--- config.mk ---
export PLATFORM = sky130hd
export DESIGN_NAME = char_lcd_nibble_writer_core_flat
export DESIGN_NICKNAME = d
export VERILOG_FILES = /design/src/sv/clnw_pkg.sv /design/src/sv/clnw_if.sv /design/src/sv/char_lcd_nibble_writer_core.sv /design/src/flat_wrapper.sv
export SDC_FILE = /design/constraint.sdc
export NUM_CORES = 1
export LEC_CHECK = 0
export ABC_CLOCK_PERIOD_IN_PS = 2850
export BUFFER_PORTS_ARGS = -buffer_cell sky130_fd_sc_hd__buf_2
export CAP_MARGIN = 20
export CORE_MARGIN = 8
export CORE_UTILIZATION = 50
export DETAILED_ROUTE_END_ITERATION = 10
export GPL_TIMING_DRIVEN = 1
export PLACE_DENSITY_LB_ADDON = 0.15
export SETUP_SLACK_MARGIN = 0.15
export SLEW_MARGIN = 20
export SYNTH_ARGS = -nofsm -noshare
export SYNTH_HDL_FRONTEND = slang
export SYNTH_SLANG_ARGS = --single-unit
--- constraint.sdc ---
create_clock -name clk -period 2.85 [get_ports clk]
set_clock_uncertainty 0.15 [all_clocks]
set_input_delay 0.1425 -clock clk [delete_from_list [all_inputs] [get_ports clk]]
set_output_delay 0.1425 -clock clk [all_outputs]
set_load 0.01 [all_outputs]
--- src/sv/clnw_pkg.sv ---
package clnw_pkg;

  // Width of the request value field.
  localparam int VALUE_W = 16;

  // Default number of value bits taken into a decimal conversion.
  localparam int VALUE_BITS_DEF = 16;

  // Cursor base addresses.
  localparam logic [7:0] ROW1_BASE = 8'h80;
  localparam logic [7:0] ROW2_BASE = 8'hC0;

  // High nibble of an ASCII decimal digit ('0' is 0x30).
  localparam logic [3:0] DIGIT_HI = 4'h3;

  // Rows that produce writes.
  localparam logic [1:0] ROW_ONE = 2'd1;
  localparam logic [1:0] ROW_TWO = 2'd2;

  typedef enum logic [1:0] {
    KIND_CMD    = 2'd0,
    KIND_CHAR   = 2'd1,
    KIND_NUMBER = 2'd2,
    KIND_CURSOR = 2'd3
  } kind_t;

  // Decimal digits needed for the largest number of the given bit width.
  function automatic int num_digits(input int bits);
    longint unsigned v;
    int d;
    begin
      v = (longint'(1) << bits) - 1;
      d = 0;
      while (v > 0) begin
        v = v / 10;
        d = d + 1;
      end
      return d;
    end
  endfunction

endpackage

--- src/sv/clnw_if.sv ---
interface clnw_req_if import clnw_pkg::*; ();
  logic               valid;
  logic               ready;
  logic [1:0]         kind;
  logic [VALUE_W-1:0] value;
  logic [1:0]         row;
  logic [7:0]         column;

  modport source (output valid, kind, value, row, column, input ready);
  modport sink   (input valid, kind, value, row, column, output ready);
endinterface

interface clnw_wr_if;
  logic       valid;
  logic       ready;
  logic       register_select;
  logic [3:0] nibble;
  logic       last;

  modport source (output valid, register_select, nibble, last, input ready);
  modport sink   (input valid, register_select, nibble, last, output ready);
endinterface

--- src/sv/char_lcd_nibble_writer_core.sv ---
// Command: 1 write; ST_EMIT loads it into the write register, and the next item is taken back in ST_IDLE.
// Character / cursor: 2 writes (none for a cursor on rows 0 and 3), one per cycle while the bus takes them.
// Number: bit-serial binary-to-BCD conversion of NUM_BITS bits, one ST_SKIP step per dropped leading zero
//   plus one to find the first digit, then 2 writes per digit.
// The write register lets a new item in while the last write of the previous one waits.
// rst is synchronous: sequencer returns to idle and the write register empties.
module char_lcd_nibble_writer_core import clnw_pkg::*; #(
  parameter int VALUE_BITS = VALUE_BITS_DEF
) (
  input  logic        clk,
  input  logic        rst,
  clnw_req_if.sink    req,
  clnw_wr_if.source   wr
);

  // Only bits that exist on the value port can take part.
  localparam int NUM_BITS = (VALUE_BITS < VALUE_W) ? VALUE_BITS : VALUE_W;
  localparam int NDIG     = num_digits(NUM_BITS);
  localparam int BCD_W    = NDIG * 4;
  localparam int BCW      = $clog2(NUM_BITS);
  localparam int CW       = $clog2(NDIG + 1);

  typedef enum logic [3:0] {
    ST_IDLE = 4'b0001,  // waiting for an item
    ST_CONV = 4'b0010,  // shift-add-3 conversion, one bit a cycle
    ST_SKIP = 4'b0100,  // drop leading zero digits
    ST_EMIT = 4'b1000   // hand nibbles to the write register
  } state_t;

  state_t              state, state_next;
  logic [NUM_BITS-1:0] bin, bin_next;     // binary shifter feeding the BCD chain
  logic [BCD_W-1:0]    bcd, bcd_next;     // digits, or the byte or nibble to send, MSB first
  logic [BCW-1:0]      bitcnt, bitcnt_next;
  logic [CW-1:0]       cnt, cnt_next;     // digits left (number) or nibbles left
  logic                is_num, is_num_next;
  logic                sel, sel_next;
  logic                half, half_next;   // number: 0 = '3' nibble, 1 = digit nibble

  // Write register
  logic       out_valid, out_valid_next;
  logic       out_sel, out_sel_next;
  logic [3:0] out_nib, out_nib_next;
  logic       out_last, out_last_next;

  logic [BCD_W-1:0] bcd_adj;
  logic [3:0]       top;
  logic             slot_free;
  logic [7:0]       cur_base;
  logic [7:0]       cur_addr;

  assign top       = bcd[BCD_W-1 -: 4];
  assign slot_free = !out_valid || wr.ready;
  assign req.ready = (state == ST_IDLE);

  assign cur_base = (req.row == ROW_ONE) ? ROW1_BASE : ROW2_BASE;
  assign cur_addr = cur_base + req.column - 8'd1;

  // Add-3 correction on every digit before the shift.
  always_comb begin
    for (int i = 0; i < NDIG; i++) begin
      bcd_adj[i*4 +: 4] = (bcd[i*4 +: 4] >= 4'd5) ? bcd[i*4 +: 4] + 4'd3 : bcd[i*4 +: 4];
    end
  end

  always_comb begin
    state_next     = state;
    bin_next       = bin;
    bcd_next       = bcd;
    bitcnt_next    = bitcnt;
    cnt_next       = cnt;
    is_num_next    = is_num;
    sel_next       = sel;
    half_next      = half;
    out_valid_next = out_valid && !wr.ready;
    out_sel_next   = out_sel;
    out_nib_next   = out_nib;
    out_last_next  = out_last;

    case (state)
      ST_IDLE: begin
        if (req.valid) begin
          bcd_next    = '0;
          half_next   = 1'b0;
          is_num_next = 1'b0;
          case (req.kind)
            KIND_CMD: begin
              bcd_next[BCD_W-1 -: 4] = req.value[3:0];
              cnt_next   = CW'(1);
              sel_next   = 1'b0;
              state_next = ST_EMIT;
            end
            KIND_CHAR: begin
              bcd_next[BCD_W-1 -: 8] = req.value[7:0];
              cnt_next   = CW'(2);
              sel_next   = 1'b1;
              state_next = ST_EMIT;
            end
            KIND_NUMBER: begin
              bin_next    = req.value[NUM_BITS-1:0];
              bitcnt_next = BCW'(NUM_BITS - 1);
              is_num_next = 1'b1;
              sel_next    = 1'b1;
              state_next  = ST_CONV;
            end
            KIND_CURSOR: begin
              // Rows 0 and 3 produce nothing; the item is simply taken.
              if (req.row == ROW_ONE || req.row == ROW_TWO) begin
                bcd_next[BCD_W-1 -: 8] = cur_addr;
                cnt_next   = CW'(2);
                sel_next   = 1'b0;
                state_next = ST_EMIT;
              end
            end
            default: ;
          endcase
        end
      end

      ST_CONV: begin
        bcd_next = {bcd_adj[BCD_W-2:0], bin[NUM_BITS-1]};
        bin_next = {bin[NUM_BITS-2:0], 1'b0};
        if (bitcnt == '0) begin
          cnt_next   = CW'(NDIG);
          state_next = ST_SKIP;
        end else begin
          bitcnt_next = bitcnt - BCW'(1);
        end
      end

      ST_SKIP: begin
        // Zero keeps its last digit.
        if (top == 4'd0 && cnt > CW'(1)) begin
          bcd_next = {bcd[BCD_W-5:0], 4'd0};
          cnt_next = cnt - CW'(1);
        end else begin
          state_next = ST_EMIT;
        end
      end

      ST_EMIT: begin
        if (slot_free) begin
          out_valid_next = 1'b1;
          out_sel_next   = sel;
          if (is_num && !half) begin
            out_nib_next  = DIGIT_HI;
            out_last_next = 1'b0;
            half_next     = 1'b1;
          end else begin
            out_nib_next  = top;
            out_last_next = (cnt == CW'(1));
            half_next     = 1'b0;
            bcd_next      = {bcd[BCD_W-5:0], 4'd0};
            cnt_next      = cnt - CW'(1);
            if (cnt == CW'(1)) begin
              state_next = ST_IDLE;
            end
          end
        end
      end

      default: state_next = ST_IDLE;
    endcase
  end

  always_ff @(posedge clk) begin
    if (rst) begin
      state     <= ST_IDLE;
      out_valid <= 1'b0;
    end else begin
      state     <= state_next;
      out_valid <= out_valid_next;
    end
    bin      <= bin_next;
    bcd      <= bcd_next;
    bitcnt   <= bitcnt_next;
    cnt      <= cnt_next;
    is_num   <= is_num_next;
    sel      <= sel_next;
    half     <= half_next;
    out_sel  <= out_sel_next;
    out_nib  <= out_nib_next;
    out_last <= out_last_next;
  end

  assign wr.valid           = out_valid;
  assign wr.register_select = out_sel;
  assign wr.nibble          = out_nib;
  assign wr.last            = out_last;

endmodule
--- src/flat_wrapper.sv ---
// flat-port wrapper written by rule: the top's interface ports become plain ports
module char_lcd_nibble_writer_core_flat import clnw_pkg::*;
#(
  parameter int VALUE_BITS = VALUE_BITS_DEF
)
  (clk, rst, req_valid, req_kind, req_value, req_row, req_column, req_ready, wr_valid, wr_register_select, wr_nibble, wr_last, wr_ready);
  clnw_req_if req_i ();
  clnw_wr_if wr_i ();
  input  logic clk;
  input  logic rst;
  input wire logic [$bits(req_i.valid)-1:0] req_valid;
  input wire logic [$bits(req_i.kind)-1:0] req_kind;
  input wire logic [$bits(req_i.value)-1:0] req_value;
  input wire logic [$bits(req_i.row)-1:0] req_row;
  input wire logic [$bits(req_i.column)-1:0] req_column;
  output wire logic [$bits(req_i.ready)-1:0] req_ready;
  output wire logic [$bits(wr_i.valid)-1:0] wr_valid;
  output wire logic [$bits(wr_i.register_select)-1:0] wr_register_select;
  output wire logic [$bits(wr_i.nibble)-1:0] wr_nibble;
  output wire logic [$bits(wr_i.last)-1:0] wr_last;
  input wire logic [$bits(wr_i.ready)-1:0] wr_ready;
  assign req_i.valid = req_valid;
  assign req_i.kind = req_kind;
  assign req_i.value = req_value;
  assign req_i.row = req_row;
  assign req_i.column = req_column;
  assign req_ready = req_i.ready;
  assign wr_valid = wr_i.valid;
  assign wr_register_select = wr_i.register_select;
  assign wr_nibble = wr_i.nibble;
  assign wr_last = wr_i.last;
  assign wr_i.ready = wr_ready;
  char_lcd_nibble_writer_core #(.VALUE_BITS(VALUE_BITS)) u_core (.clk(clk), .rst(rst), .req(req_i), .wr(wr_i));
endmodule
# --- Word-level counts from Yosys, hierarchy flattened ---
# Cells that the tools add are included.
totals:
  regBits: 57
  inputBits: 32
  output_inout_bits: 8
  elab_cells: 121
op_classes:
  add_sub_neg: 9
  magnitude_cmp: 6
  eq_ne: 22
  mux: 47
  reduce_logical: 25
op_table:
  columns: ["op", "count"]
  rows:
  - ["$mux W20", 4]
  - ["$pmux W20 S4", 1]
  - ["$mux W4", 14]
  - ["$mux W16", 2]
  - ["$pmux W16 S2", 1]
  - ["$pmux W4 S3", 2]
  - ["$mux W3", 7]
  - ["$ge A4 B3 Y1 const B", 5]
  - ["$add A4 B2 Y4 const B", 4]
  - ["$pmux W4 S2", 2]
  - ["$pmux W4 S4", 1]
  - ["$ne A2 B1 Y1 const B", 6]
  - ["$pmux W3 S4", 1]
  - ["$pmux W3 S3", 1]
  - ["$reduce_and A3 Y1", 3]
  - ["$add A8 B8 Y8", 1]
  - ["$logic_not A4 Y1", 2]
  - ["$mux W8", 1]
  - ["$ne A2 B2 Y1 const B", 4]
  - ["$reduce_and A8 Y1", 1]
  - ["$sub A8 B1 Y8 const B", 1]
  - ["$mux W1", 7]
  - ["$mux W7", 1]
  - ["$reduce_and A7 Y1", 1]
  - ["other kinds (25)", 36]

# --- Longest topological paths before layout ---
logic_depth:
  ltp_word: 8
  depth_mapped: 8
  depth_no_buf: 8

# --- Worst setup path before layout ---
# Ideal clock, no wire load.
synth_path:
  kind: "register -> register"
  startpoint: "reg u_core.state[0]"
  endpoint: "reg u_core.bin[0] (enable)"
  setup_time_ns: 0.394
  t_arrival_ns: 2.128
  required_time_ns: 2.306
  path_slack_ns: 0.178
  path_stages_with_launch: 6
  n_path_buf: 3
  period_less_slack_ns: 2.672
  path_cell_list: "dfxtp_1 buf_6 or4b_1 buf_6 clkbuf_1 a21oi_1"
synth_between:
  elab_chain_len: 3
  elab_cells_between_ends: 6
  cone_classes: "eq/ne: 4; reduce/logical: 2"
synth_rtl:
  columns: ["element", "line", "rtl"]
  rows:
  - ["start: declaration", "char_lcd_nibble_writer_core.sv:30", "state_t state, state_next;"]
  - ["start signal: assignment", "char_lcd_nibble_writer_core.sv:170", "state <= state_next;"]
  - ["$eq A4 B1 Y1 / $eq A4 B2 Y1 (equally long branches)", "char_lcd_nibble_writer_core.sv:79", "case (state)"]
  - ["$ne A2 B1 Y1 (no line) (tied with other cells)", null, null]
  - ["$reduce_and A3 Y1 (no line) (*)", null, null]
  - ["end signal: assignment", "char_lcd_nibble_writer_core.sv:173", "bin <= bin_next;"]
  - ["end: declaration", "char_lcd_nibble_writer_core.sv:31", "logic [NUM_BITS-1:0] bin, bin_next;"]
# Every way passes the cells marked *; elsewhere a longest branch is shown, timed or not.
# A chain may end at the register's enable or synchronous reset.

# --- Final worst setup path ---
layout_path:
  startpoint: "reg u_core.state[3]"
  endpoint: "reg u_core.half (enable)"
layout_between:
  elab_chain_len: 3
  elab_cells_between_ends: 6
  cone_classes: "eq/ne: 4; reduce/logical: 2"
layout_rtl:
  columns: ["element", "line", "rtl"]
  rows:
  - ["$eq A4 B4 Y1 / $eq A4 B1 Y1 (equally long branches)", "char_lcd_nibble_writer_core.sv:79", null]
  - ["$ne A2 B1 Y1 (no line) (tied with other cells)", null, null]
  - ["$reduce_and A3 Y1 (no line) (*)", null, null]
  - ["end signal: assignment", "char_lcd_nibble_writer_core.sv:179", "half <= half_next;"]
  - ["end: declaration", "char_lcd_nibble_writer_core.sv:37", "logic half, half_next;"]
# Marked as above.

==> run_results.csv <==
group,metric,value,unit
logic_synthesis,syn_area,0.00360,mm^2
power_and_ir_drop,p_leak,1.76,nW
grt,grt-ovfl-total,0,
setup_path,worstReg2RegEnd,"u_core.half",
floorplanning,row_count,31,
place,portBuffers,39,
logic_synthesis,synth_cell_types,57,
grt,grt_pass1_vias,2792,
setup_path,startpoint_type,"register",
logic_synthesis,synthCells,362,
final_layout,nNetsFinal,482,
final_layout,layout_common_cells,"71 x nand2_1, 52 x edfxtp_1, 39 x buf_2",
final_layout,mostFrequentLayoutCell,"nand2_1",
timing,whs,37.9,ps
logic_synthesis,ys_seq_elements,57,
timing,rsz0062_at_grt,"no",
clocking,h-tree-depth,3,
timing,fin_tns_setup,0,ps
setup_path,r2r_start,"u_core.state[3]",
setup_path,crit_path_end_kind,"register",
timing,max_clock_freq,0.439,GHz
final_layout,num-fill-cells,615,
setup_path,max_stage_delay,600,ps
setup_path,crit_chain,"or4b_4 > nor2b_1 > nand2b_1",
worst_hold_path,hold_depth,3,
setup_path,worst_r2r_path_depth,3,
floorplanning,die_h,101,um
worst_hold_path,hold_start,"wr_ready",
flow_run,cap_viol_max_count,0,
clocking,clkSlewWorstSetupHoldPaths,70,ps
clocking,clk_latency,340,ps
worst_hold_path,min_to,"u_core.wr.valid",
logic_synthesis,yosys_warnings,0,
detailed_routing,vias,2805,
detailed_routing,routedWlPerCell,14.7,um
grt,grt_start_max_net_pins,21,
outcome,status,"finished clean",
timing,setup_viol,0,
clocking,cts_setup_buffers,0,
final_layout,drive_above_1_share,16.8,%
logic_synthesis,async_flop_share,0,%
clocking,cts_buffers,9,
floorplanning,core_area,0.00710,mm^2
setup_path,r2r_setup_slack,570,ps
floorplanning,start_util,50.7,%
power_and_ir_drop,p_per_area,846,mW/mm^2
floorplanning,boundaryPins,40,
logic_synthesis,syn_avg_cell_area,9.93,um^2
timing,post-route-min-period,2280,ps
logic_synthesis,syn_nets,420,
timing,tightest_slew,638,ps
timing,maxSlewViolCount,0,
clocking,cts_resized,0,
worst_hold_path,hold_path_class,"primary input to register",
power_and_ir_drop,peakVddDrop,0.482,mV
clocking,clockBufferDepth,2,
logic_synthesis,synth_flop_cell,"edfxtp_1",
place,gp_congestion,0.815,
timing,hold_viol,0,
detailed_routing,drt_first_pass_iters,4,
logic_synthesis,synth_edf_count,52,
detailed_routing,drtIter0Drc,118,
floorplanning,die_area,0.0102,mm^2
setup_path,cp_slowest_cell,"dfxtp_1",
timing,post-route-period-util,80.0,%
detailed_routing,ant_nets,0,
setup_path,crit_required,2760,ps
clocking,cts_hold_buf,17,
setup_path,critPathKind,"register to register",
clocking,cts_sinks,57,
detailed_routing,drc_errors,0,
final_layout,syn2layout_area_growth,18.3,%
detailed_routing,via_per_inst,5.32,
floorplanning,die_x,101,um
clocking,cts_tree,"yes",
final_layout,diodes,0,
grt,grt_usage,16.2,%
timing,slew_headroom,57.3,%
setup_path,worstPathArrival,2190,ps
place,hpwlAfterDp,5750,um
logic_synthesis,ys_seq_area_share,46.2,%
grt,antenna_found_initial,0,
clocking,clockRootBuffer,"clkbuf_8",
grt,grt_pass1_wl,12900,um
setup_path,crit_path_max_fanout,10,
detailed_routing,wl,7740,um
## kinds of logic after synthesis
family,synth area share (%)
xor gates and xnor gates,3.90
muxes,0.278
AOI/OAI and AO/OA,16.4
DFF,46.2
and+or+nand+nor,18.7
buffers and inverters,5.29
adders and majority gates,9.26
## state kept, by name (all words and copies together) (netlist names)
signal and count:
u_core.bcd 20, u_core.bin 16, u_core.bitcnt 4, u_core.cnt 3, u_core.half 1, u_core.is_num 1
u_core.sel 1, u_core.state 4, u_core.wr.last 1, u_core.wr.nibble 4, u_core.wr.register_select 1, u_core.wr.valid 1
## metal layers
metal | wire length, um | GRT usage (%) | vias to the layer above | share of wire [%]
met5 | 0 | 0 | - | 0
met4 | 116 | 6.16 | 0 | 1.5
met3 | 413 | 4.28 | 12 | 5.3
met2 | 3610 | 26.6 | 62 | 47
met1 | 3600 | 19.8 | 1315 | 46
li1 | - | - | 1416 | -
## worst max-delay path, delay by kind of cell, from the launching register on
family	cells	cell delay, ps
DFF	1	600
and+or+nand+nor	3	1270
## per-stage QoR
stage / cells / setup slack [ps] / area, um^2 / util, % / power (mW)
2_1_floorplan: 362 / 178 / 3600 / - / 2.51
3_3_place_gp: 495 / 600 / 3910 / 55.1 / 2.85
3_5_place_dp: 495 / 554 / 3910 / 55.1 / 2.89
4_1_cts: 527 / 548 / 4250 / 59.9 / 3.61
5_1_grt: 527 / 429 / 4250 / 59.9 / 3.84
6_report: 527 / 570 / 4250 / 59.9 / 3.60
## layout make-up
class | count | area (um^2) | area share, %
Sequential cell | 57 | 1660 | 39.1
Inverter | 29 | 109 | 2.56
Clock buffer | 10 | 128 | 3.00
Clock inverter | 5 | 47.5 | 1.12
Timing Repair Buffer | 64 | 425 | 10.0
Multi-Input combinational cell | 263 | 1760 | 41.3
Tap cell | 99 | 124 | 2.91
## worst max path at each step
stage | to | startpoint
after floorplan | u_core.bin[0] | u_core.state[0]
after global placement | u_core.bin[5] | u_core.state[1]
after detailed placement | u_core.half | u_core.state[3]
after CTS | u_core.half | u_core.state[3]
after global routing | u_core.half | u_core.state[3]
final | u_core.half | u_core.state[3]
## Yosys cell counts (3+ instances only)
library cell,instances,share of area (%)
clkbuf_1,6,0.63
o21ai_0,21,2.9
a211oi_1,6,1.3
inv_1,29,3.0
buf_6,3,0.94
nor3b_1,6,1.3
nand2_1,71,7.4
and2_1,4,0.70
nor2_1,21,2.2
nand2b_1,9,1.6
a22o_1,6,1.5
a21oi_1,18,2.5
a22oi_1,4,0.84
a221o_1,4,1.1
edfxtp_1,52,43
nor2b_1,5,0.87
a21o_1,4,0.84
ha_1,25,8.7
nor3_1,4,0.56
xnor2_1,13,3.2
dfxtp_1,5,2.8
xor2_1,3,0.73
## power by group
| part | internal (mW) | switching [mW] |
|---|---|---|
| sequential | 1.28 | 0.252 |
| clock | 0.390 | 0.312 |
| combinational | 0.599 | 0.765 |
| total | 2.27 | 1.33 |
No activity file was read; power rests on OpenSTA's default activity.
